<file path="config.mk">
export PLATFORM = sky130hd
export DESIGN_NAME = timer_counter_8bit_prescaled_top
export DESIGN_NICKNAME = d
export VERILOG_FILES = /design/src/hw/rtl/tc8_pkg.sv /design/src/hw/rtl/tc8_core.sv /design/src/hw/rtl/timer_counter_8bit_prescaled_top.sv
export SDC_FILE = /design/constraint.sdc
export NUM_CORES = 1
export LEC_CHECK = 0
export BUFFER_PORTS_ARGS = -buffer_cell sky130_fd_sc_hd__buf_2
export CORE_UTILIZATION = 50
export CTS_BUF_LIST = sky130_fd_sc_hd__clkbuf_8 sky130_fd_sc_hd__clkbuf_16
export DETAILED_ROUTE_END_ITERATION = 12
export PLACE_DENSITY_LB_ADDON = 0.08
export SYNTH_ARGS = -nofsm -noshare
export SYNTH_HDL_FRONTEND = slang
export SYNTH_SLANG_ARGS = --single-unit
</file>
<file path="constraint.sdc">
create_clock -name aclk -period 2.8 [get_ports aclk]
set_clock_uncertainty 0.05 [all_clocks]
set_input_delay 0.28 -clock aclk [delete_from_list [all_inputs] [get_ports aclk]]
set_output_delay 0.28 -clock aclk [all_outputs]
set_load 0.01 [all_outputs]
</file>
<file path="src/hw/rtl/tc8_pkg.sv">
// Shared types, codes and helpers for the 8-bit prescaled timer/counter.
`default_nettype none
package tc8_pkg;

    localparam int COUNT_W    = 8;
    localparam int PRESCALE_W = 10;

    typedef enum logic [1:0] {
        CMD_TICK           = 2'd0,
        CMD_WRITE_COUNT    = 2'd1,
        CMD_CLEAR_FLAG     = 2'd2,
        CMD_RESET_PRESCALE = 2'd3
    } tc8_cmd_t;

    typedef enum logic [2:0] {
        CS_STOP    = 3'd0,
        CS_DIV1    = 3'd1,
        CS_DIV8    = 3'd2,
        CS_DIV64   = 3'd3,
        CS_DIV256  = 3'd4,
        CS_DIV1024 = 3'd5,
        CS_T0_FALL = 3'd6,
        CS_T0_RISE = 3'd7
    } tc8_clk_sel_t;

    typedef struct packed {
        logic [COUNT_W-1:0]    counter;
        logic                  overflow_sticky;
        logic [PRESCALE_W-1:0] prescale_count;
        logic                  previous_pin;
    } tc8_state_t;

    function automatic logic [PRESCALE_W-1:0] divisor_mask(input tc8_clk_sel_t sel);
        logic [PRESCALE_W-1:0] mask;
        case (sel)
            CS_DIV1:   mask = PRESCALE_W'(0);
            CS_DIV8:   mask = PRESCALE_W'(8 - 1);
            CS_DIV64:  mask = PRESCALE_W'(64 - 1);
            CS_DIV256: mask = PRESCALE_W'(256 - 1);
            default:   mask = PRESCALE_W'(1024 - 1);
        endcase
        return mask;
    endfunction

endpackage
`default_nettype wire

</file>
<file path="src/hw/rtl/tc8_core.sv">
// Next-state and result logic of the timer/counter for one transfer.
`default_nettype none
module tc8_core
    import tc8_pkg::*;
#(
    parameter int DELAY = 2
) (
    input  tc8_cmd_t           cmd,
    input  logic               t0_level,
    input  logic [COUNT_W-1:0] write_value,
    input  tc8_clk_sel_t       clk_sel,
    input  tc8_state_t         state,
    input  logic [DELAY-1:0]   delay_line,
    output tc8_state_t         state_next,
    output logic [DELAY-1:0]   delay_line_next,
    output logic               overflow_event
);

    logic                  edge_seen;
    logic                  delayed;
    logic [DELAY:0]        shifted;
    logic [PRESCALE_W-1:0] prescale_inc;
    logic                  advance;
    logic                  wrap;

    always_comb begin
        case (clk_sel)
            CS_T0_FALL: edge_seen = state.previous_pin & ~t0_level;
            CS_T0_RISE: edge_seen = ~state.previous_pin & t0_level;
            default:    edge_seen = 1'b0;
        endcase
    end

    assign delayed      = delay_line[DELAY-1];
    assign shifted      = {delay_line, edge_seen};
    assign prescale_inc = state.prescale_count + PRESCALE_W'(1);
    assign wrap         = (state.counter == {COUNT_W{1'b1}});

    always_comb begin
        advance = 1'b0;
        case (clk_sel) inside
            [CS_DIV1:CS_DIV1024]: advance = ((prescale_inc & divisor_mask(clk_sel)) == '0);
            CS_T0_FALL, CS_T0_RISE: advance = delayed;
            default: advance = 1'b0;
        endcase
    end

    always_comb begin
        state_next      = state;
        delay_line_next = delay_line;
        overflow_event  = 1'b0;
        case (cmd)
            CMD_WRITE_COUNT:    state_next.counter = write_value;
            CMD_CLEAR_FLAG:     state_next.overflow_sticky = 1'b0;
            CMD_RESET_PRESCALE: state_next.prescale_count = '0;
            default: begin
                state_next.previous_pin = t0_level;
                delay_line_next         = shifted[DELAY-1:0];
                if (clk_sel inside {[CS_DIV1:CS_DIV1024]}) begin
                    state_next.prescale_count = prescale_inc;
                end
                if (advance) begin
                    state_next.counter = state.counter + COUNT_W'(1);
                    if (wrap) begin
                        state_next.overflow_sticky = 1'b1;
                        overflow_event             = 1'b1;
                    end
                end
            end
        endcase
    end

endmodule
`default_nettype wire

</file>
<file path="src/hw/rtl/timer_counter_8bit_prescaled_top.sv">
// Top level of the 8-bit timer/counter with prescaler and T0 edge input.
//
//  channel  | dir | handshake           | payload
//  s_       | in  | s_tvalid/s_tready   | tuser: cmd; tdata: t0_level, write_value
//  m_       | out | m_tvalid/m_tready   | tdata: count, overflow_flag, overflow_event
//  cfg_     | in  | cfg_valid/cfg_ready | cfg_data: clock_select
//
// One input transfer per cycle while no result is stalled; its result is registered
// on acceptance. The state update and result are one combinational pass from the
// state registers. A stalled result holds s_tready low only while m_tready is low.
// Synchronous active-low reset clears all state but m_tdata; cfg is always ready.
`default_nettype none
module timer_counter_8bit_prescaled_top
    import tc8_pkg::*;
#(
    parameter int DELAY = 2
) (
    input  wire logic        aclk,
    input  wire logic        aresetn,
    input  wire logic        s_tvalid,
    output logic             s_tready,
    input  wire logic [15:0] s_tdata,   // [0] t0_level, [8:1] write_value, rest zero
    input  wire logic [1:0]  s_tuser,   // [1:0] cmd
    output logic             m_tvalid,
    input  wire logic        m_tready,
    output logic [15:0]      m_tdata,   // [7:0] count, [8] overflow_flag, [9] overflow_event
    input  wire logic        cfg_valid,
    output logic             cfg_ready,
    input  wire logic [2:0]  cfg_data
);

    tc8_clk_sel_t     clk_sel_reg;
    tc8_state_t       state_reg;
    tc8_state_t       state_next;
    logic [DELAY-1:0] delay_line_reg;
    logic [DELAY-1:0] delay_line_next;
    logic             event_next;
    logic             m_tvalid_reg;
    logic [15:0]      m_tdata_reg;
    logic             s_accept;

    assign cfg_ready = 1'b1;
    assign s_tready  = ~m_tvalid_reg | m_tready;
    assign s_accept  = s_tvalid & s_tready;
    assign m_tvalid  = m_tvalid_reg;
    assign m_tdata   = m_tdata_reg;

    tc8_core #(
        .DELAY(DELAY)
    ) u_core (
        .cmd            (tc8_cmd_t'(s_tuser)),
        .t0_level       (s_tdata[0]),
        .write_value    (s_tdata[8:1]),
        .clk_sel        (clk_sel_reg),
        .state          (state_reg),
        .delay_line     (delay_line_reg),
        .state_next     (state_next),
        .delay_line_next(delay_line_next),
        .overflow_event (event_next)
    );

    always_ff @(posedge aclk) begin
        if (!aresetn) begin
            clk_sel_reg    <= CS_STOP;
            state_reg      <= '0;
            delay_line_reg <= '0;
            m_tvalid_reg   <= 1'b0;
        end else begin
            if (cfg_valid) begin
                clk_sel_reg <= tc8_clk_sel_t'(cfg_data);
            end
            if (s_accept) begin
                state_reg      <= state_next;
                delay_line_reg <= delay_line_next;
                m_tvalid_reg   <= 1'b1;
            end else if (m_tready) begin
                m_tvalid_reg <= 1'b0;
            end
        end
    end

    always_ff @(posedge aclk) begin
        if (s_accept) begin
            m_tdata_reg <= {6'd0, event_next, state_next.overflow_sticky, state_next.counter};
        end
    end

endmodule
`default_nettype wire

</file>
==> results of run 1 <==
==> power breakdown <==
group          internal (W)  total (W)  switching, W
Clock              0.000196   0.000381      0.000185
Sequential         0.000560   0.000579     0.0000193
Combinational     0.0000957   0.000215      0.000119
Total              0.000852    0.00118      0.000323
==> final timing paths <==
check / start / end / slack, ns / cells past startpoint
setup / recovery: state_reg[1] / m_tdata[8] / 0.11 / 11
hold / removal: s_tvalid / m_tvalid / 0.19 / 3
setup reg to reg: state_reg[1] / m_tdata[8] / 0.11 / 11
hold reg to reg: delay_line_reg[1] / delay_line_reg[1] / 0.43 / 2
==> worst reg2reg max path, delay by kind of cell (launching register included) <==
kind / cells / cell delay, ns
AO/OA/AOI/OAI: 4 / 0.74
adder cells (fa/ha/maj): 1 / 0.22
flip-flops: 1 / 0.31
buffers and inverters: 2 / 0.26
AND/OR/NAND/NOR: 4 / 0.97
==> routing by layer <==
| layer | global-route usage (%) | routed length, um |
|---|---|---|
| met1 | 33.73 | 2686 |
| met2 | 34.19 | 2296 |
| met3 | 4.360 | 210 |
| met4 | 6.000 | 59 |
| met5 | 0 | 0 |
==> layout by cell type, fill, tap and decap left out, types with 3 or more instances in the layout <==
master     n
buf_2     30
nand2_1   27
dfxtp_1   26
o21ai_0   21
nor2_1    19
buf_4     19
nand3_1   16
and3_1    12
and2_1    10
edfxtp_1  10
inv_1      9
nor2b_1    9
a21oi_1    7
ha_1       7
conb_1     7
clkbuf_8   6
nor3_1     5
a31oi_1    5
nand4_1    4
mux2i_1    4
or3_1      4
a21boi_0   4
o31ai_1    4
xnor2_1    3
==> cell usage after synthesis (all sizes together), types with 3 or more instances <==
master,n
a21boi,4
a21oi,8
a31oi,6
and2,11
and3,14
buf,8
clkbuf,13
dfxtp,26
edfxtp,10
ha,7
inv,9
mux2i,4
nand2,28
nand3,17
nand4,4
nor2,20
nor2b,9
nor3,5
o21ai,23
o31ai,4
or3,4
xnor2,3
==> stage by stage <==
step	worst slack (ns)	setup TNS, ns	total power [W]	hold WS (ns)
floorplan	0.06097	0	0.0007208	0.3689
global placement	0.04478	0	0.0007942	0.4047
detailed placement	-0.007158	-0.007158	0.0007965	0.4147
CTS	0.002507	0	0.001184	0.1844
global route	-0.005039	-0.005039	0.001235	0.2069
finish	0.1080	0	0.001175	0.1922
==> layout make-up <==
class	count	area, um^2
clock buffers	6	82.58
clock inverters	2	10.01
fillers	420	1662
inverters	9	33.78
multi-input cells	217	1386
flip-flops and latches	36	820.8
well taps	52	65.06
repair buffers	51	324.1
==> kinds of logic after synthesis <==
| logic type | synth area share, % |
|---|---|
| AO/OA/AOI/OAI | 20.87 |
| XOR/XNOR | 1.145 |
| adder cells (fa/ha/maj) | 3.815 |
| buffers and inverters | 6.322 |
| flip-flops | 35.75 |
| multiplexers | 1.744 |
| other | 0.3271 |
| AND/OR/NAND/NOR | 30.03 |
==> timing repair <==
item	4_1_cts	5_1_grt
cloned	0	0
buffers inserted	1	0
setup endpoints to repair	1	13
resized for setup	0	10
pin swaps	1	1
==> results.md, run 1 <==
* Status: complete, no violations
* YS warnings at 0
* Synth Flop Type: dfxtp_1
* Clk Latency, worst-skew pair at 0.29 ns
* Sequential cell area fraction in the yosys report at 35.75%
* Per-cell routed wire length at 14.08 um
* Mapped Area at 0.002296 mm^2
* Cell chain of the critical path: ha_1, and3_4, and3_1, o32ai_2, a31oi_2, o311ai_4, buf_6, buf_12, nand2_4, or4_4, a21oi_2
* Final instance area at 0.002723 mm^2
* DR iter-0 viols at 190
* Critical path's slowest cell: or4_4
* Yosys cell types at 56
* Hold WC Path Type: in2reg
* Min Tclk post-route at 2.692 ns
* # IOs at 45
* Total number of vias at 2126
* Fmax at 0.3715 GHz
* Inst Count DP at 364
* Final period util at 96.14%
* CP peak stage delay at 0.53 ns
* Cts hold-fix bufs at 0
* Mean Syn Cell Area at 8.259 um^2
* Die width at 69.77 um
* Slew HR at 43.62%
* DIE AREA at 0.004867 mm^2
* Pin count of the biggest net entering global routing at 34
* DR pass1 iterations at 4
* Buffer and inverter count on the worst path at 2
* Number of cell rows at 24
* Fin nets at 353
* Worst Tran Pin Value at 0.8440 ns
* Root buf cell: clkbuf_8
* Grt ovf at 0
* Final GP Congestion at 0.8387
* Final hold violations at 0
* Antenna violations before repair at 0
* First-pass GRT wire length at 8.942 mm
* Area grow syn2layout at 18.58%
* CP required at 2.90 ns
* Max Cap Violations at 0
* Synth Instances at 278
* Maximum fanout along the worst path at 5
* Count of state elements after synthesis at 36
* Max clock buf depth at 2
* DP Wirelength at 3.808 mm
* # DRC at 0
* P_leak at 1.103 nW
* CP arrival at 2.79 ns
* Diode count at 0
* Crit path max-delay family: simple AND/OR/NAND/NOR gates
* Port bufs at 30
* Cell Pwr Density at 431.7 mW/mm^2
* Die Height at 69.77 um
* WL final at 5.253 mm
* Final setup violation count at 0
* Critical path class: reg2reg
* Max reg flops at 20
* Global-route usage over all layers at 22.90%
* Final core occ at 62.10%
* Synth top area share at 22.67%
* CTS sink cnt at 36
* Peak ir drop on the vdd network at 0.2126 mV
* CTS buffer count at 5
* Core ar. at 0.004384 mm^2
* Max H-tree Level at 2
* CP startpoint kind: register
* DP Area at 0.002581 mm^2
* Layout cells sized above 1 at 23.99%
* Top cells by area, synth: dfxtp_1 (23%), edfxtp_1 (13%), o21ai_0 (4.8%)
* Worst-path clk slew at 0.07 ns
* Initial Util at 52.37%
* Fin. max-slew vios at 0
* Leading area contributor after synthesis: dfxtp_1
* Number of routed nets with antenna violations at 0
* Post-synth EDFFs at 10
* CTS tree: yes
* Fin cells at 373
* Critical path endpoint category: register
* Vias in the first global route at 1898
* Synth async-reset ratio at 0%
* Vias per cell at 5.700
Power figures use the tool's default switching activity.
==> inputs of run 2 (changes only) <==
ABC_AREA = 1   (was unset)
==> results.md, run 2 <==
* Fin nets at 398 (+13%)
* Layout cells sized above 1 at 18.03% (-6.0 points)
* CTS tree: yes
* Most common cell on crit path: nand2_1
* # DRC at 4 (+4)
* Switching power at 0.0003373 W (+4.3%)
* Final core occ at 57.07% (-5.0 points)
* CP startpoint kind: register
* Most common cell in the netlist: nand2_1
* Fin. max-slew vios at 0 (unchanged)
* Max reg flops at 20 (unchanged)
* Clk Latency, worst-skew pair at 0.28 ns (about the same)
* Internal power component at 0.0008000 W (-6.1%)
* Final instance area at 0.002536 mm^2 (-6.8%)
* Count of state elements after synthesis at 36 (unchanged)
* Vias in the first global route at 1853 (-2.4%)
* DR iter-0 viols at 106 (-44%)
* Clock power share at 30.3% (-2.2 points)
* Area grow syn2layout at 7.704%
* Port bufs at 30 (unchanged)
* Total number of vias at 2074 (-2.4%)
* Antenna violations before repair at 0 (unchanged)
* CP required at 2.79 ns (-0.11 ns)
* Cell Pwr Density at 448.4 mW/mm^2 (+3.9%)
* Top cells by area, synth: dfxtp_1 (22%), nand2_1 (15%), edfxtp_1 (13%)
* Synth Area in Compound Gates at 10.31% (-11 points)
* Core ar. at 0.004444 mm^2 (+1.4%)
* Grt ovf at 0 (unchanged)
* Sw Share at 29.66% (+2.1 points)
* DP Wirelength at 3.305 mm (-13%)
* Status: finished with violations
* Number of routed nets with antenna violations at 0 (unchanged)
* Maximum fanout along the worst path at 16 (+11)
* CP peak stage delay at 0.39 ns (-0.14 ns)
* Max H-tree Level at 2 (unchanged)
* Critical path endpoint category: register
* Synth async-reset ratio at 0% (unchanged)
* Final hold violations at 0 (unchanged)
* Worst Tran Pin Value at 0.7051 ns (-0.1389 ns)
* Final GP Congestion at 0.8018 (-4.4%)
* Number of cell rows at 24 (unchanged)
* RSZ-0062 raised after global routing: no
* Max Cap Violations at 0 (unchanged)
* Final setup violation count at 0 (unchanged)
* DP Area at 0.002456 mm^2 (-4.8%)
* Failing checks: DRC
* First-pass GRT wire length at 8.300 mm (-7.2%)
* Peak ir drop on the vdd network at 0.2836 mV (+33%)
* Sequential cell area fraction in the yosys report at 34.86% (-0.89 points)
* Die Height at 70.63 um (+1.2%)
* Die width at 70.63 um (+1.2%)
* Vias per cell at 4.962 (-13%)
* Fraction of synthesized area in multiplexers at 0% (-1.7 points)
* Commonest non-fill, non-tap cell in the layout: nand2_1
* Final period util at 72.31% (-24 points)
* Slew HR at 52.94% (+9.3 points)
* Leading area contributor after synthesis: dfxtp_1
* Overall power at 0.001137 W (-3.2%)
* Sequential power share at 51.3% (+2.0 points)
* Cell chain of the critical path: ha_1, nand2_2, nor2_4, nand3_1, nand2_1, nand2_1, nand2_1, nand2_1, nand3_2, nand2_4, nand2_1, nand2_1, nand3_1, nand2_1
* Cts hold-fix bufs at 0 (unchanged)
* Most frequent cells in the layout: nand2_1 (96), inv_1 (49), buf_2 (30)
* DIE AREA at 0.004988 mm^2 (+2.5%)
* Initial Util at 52.98% (+0.62 points)
* Pin count of the biggest net entering global routing at 22 (-35%)
* Post-synth EDFFs at 10 (unchanged)
* DR pass1 iterations at 8 (+4)
* Mean Syn Cell Area at 6.967 um^2 (-16%)
* Min Tclk post-route at 2.025 ns (-0.6673 ns)
* Commonest cells post-synth: nand2_1 (96), inv_1 (47), dfxtp_1 (26)
* Synth top area share at 22.10% (-0.57 points)
* Diode count at 0 (unchanged)
* Root buf cell: clkbuf_8
* Combinational share of power at 18.4% (about the same)
* CTS sink cnt at 36 (unchanged)
* Total setup buffers inserted after CTS at 0 (-1)
* Critical path's slowest cell: dfxtp_1
* Critical path class: reg2reg
* Synth Flop Type: dfxtp_1
* Max clock buf depth at 2 (unchanged)
* Largest family of logic cells by synthesized area: simple AND/OR/NAND/NOR gates
* CP arrival at 2.01 ns (-0.78 ns)
* WL final at 4.765 mm (-9.3%)
* Post-Synth Adder-Cell Area at 3.719% (-0.095 points)
* Yosys cell types at 34 (-39%)
* Final setup TNS at 0 ns (unchanged)
* PostCTS Resize Cnt at 0 (unchanged)
* # IOs at 45 (unchanged)
* Global-route usage over all layers at 20.96% (-1.9 points)
* Fmax at 0.4939 GHz (+33%)
* P_leak at 1.220 nW (+11%)
* Post-synthesis xor/xnor area fraction at 0.3719% (-0.77 points)
* YS warnings at 0 (unchanged)
* Worst-path clk slew at 0.07 ns (about the same)
* Hold WC Path Type: in2reg
* Simple-gate share of the synthesized area at 35.87% (+5.8 points)
* CTS buffer count at 5 (unchanged)
* Per-cell routed wire length at 11.40 um (-19%)
* Mapped Area at 0.002355 mm^2 (+2.6%)
* Synth Instances at 338 (+22%)
## run 2: cell types whose count changed after synthesis, sizes merged, moves of 9 or more
| cell | change |
|---|---|
| nand2 | +74 |
| inv | +41 |
| nand3 | +20 |
| a21oi | +14 |
| and3 | -14 |
| and2 | -11 |
| clkbuf | -10 |
| nor2b | -9 |
## run 2: routing by layer
metal | routed length (um) | vias to the layer above | track usage (%)
met5 | 0 | - | 0
met3 | 313 | 4 | 4.701
met4 | 31 | 0 | 6.667
li1 | - | 1115 | -
met1 | 2443 | 895 | 29.65
met2 | 1976 | 60 | 31.93
## run 2: path summary, 6_finish.rpt
check | start | end | slack, ns | depth (start not counted)
min | cfg_data[1] | clk_sel_reg[1] | 0.20 | 3
max reg2reg | state_reg[2] | m_tdata[1] | 0.78 | 14
max | state_reg[2] | m_tdata[1] | 0.78 | 14
min reg2reg | state_reg[0] | state_reg[0] | 0.42 | 2
## run 2: through the flow
step	instances	worst slack (ns)	hold WS [ns]
global route	418	0.4492	0.2210
finish	418	0.7753	0.2037
global placement	410	0.8030	0.4006
floorplan	343	0.9527	0.3276
detailed placement	410	0.7813	0.4123
CTS	418	0.7658	0.1850
## run 2: logic make-up after synthesis
kind of cell	Yosys count
AOI/OAI and AO/OA	46
xor gates and xnor gates	1
adders and majority gates	7
buffers and inverters	69
DFF	36
other	2
and+or+nand+nor	177
## run 2: cell type report
class | count | area [um^2]
timing repair buffer | 32 | 165.2
fill | 465 | 1908
inverter | 52 | 195.2
clock buffer | 5 | 68.82
tap | 52 | 65.06
multi-input combinational | 238 | 1210
clock inverter | 3 | 11.26
sequential | 36 | 820.8
## run 2: power by group through the flow
stage / clock network, W / registers, W / logic, W
after CTS: 0.000358 / 0.000583 / 0.000209
after floorplan: 0 / 0.000599 / 0.000167
after global placement: 0 / 0.000594 / 0.000206
final: 0.000344 / 0.000583 / 0.000209
after detailed placement: 0 / 0.000595 / 0.000208
after global routing: 0.000382 / 0.000586 / 0.000240
## run 2: critical path: cells and delay by family (launching register included)
kind	cells	cell delay, ns
adders and majority gates	1	0.20
DFF	1	0.39
and+or+nand+nor	13	1.13
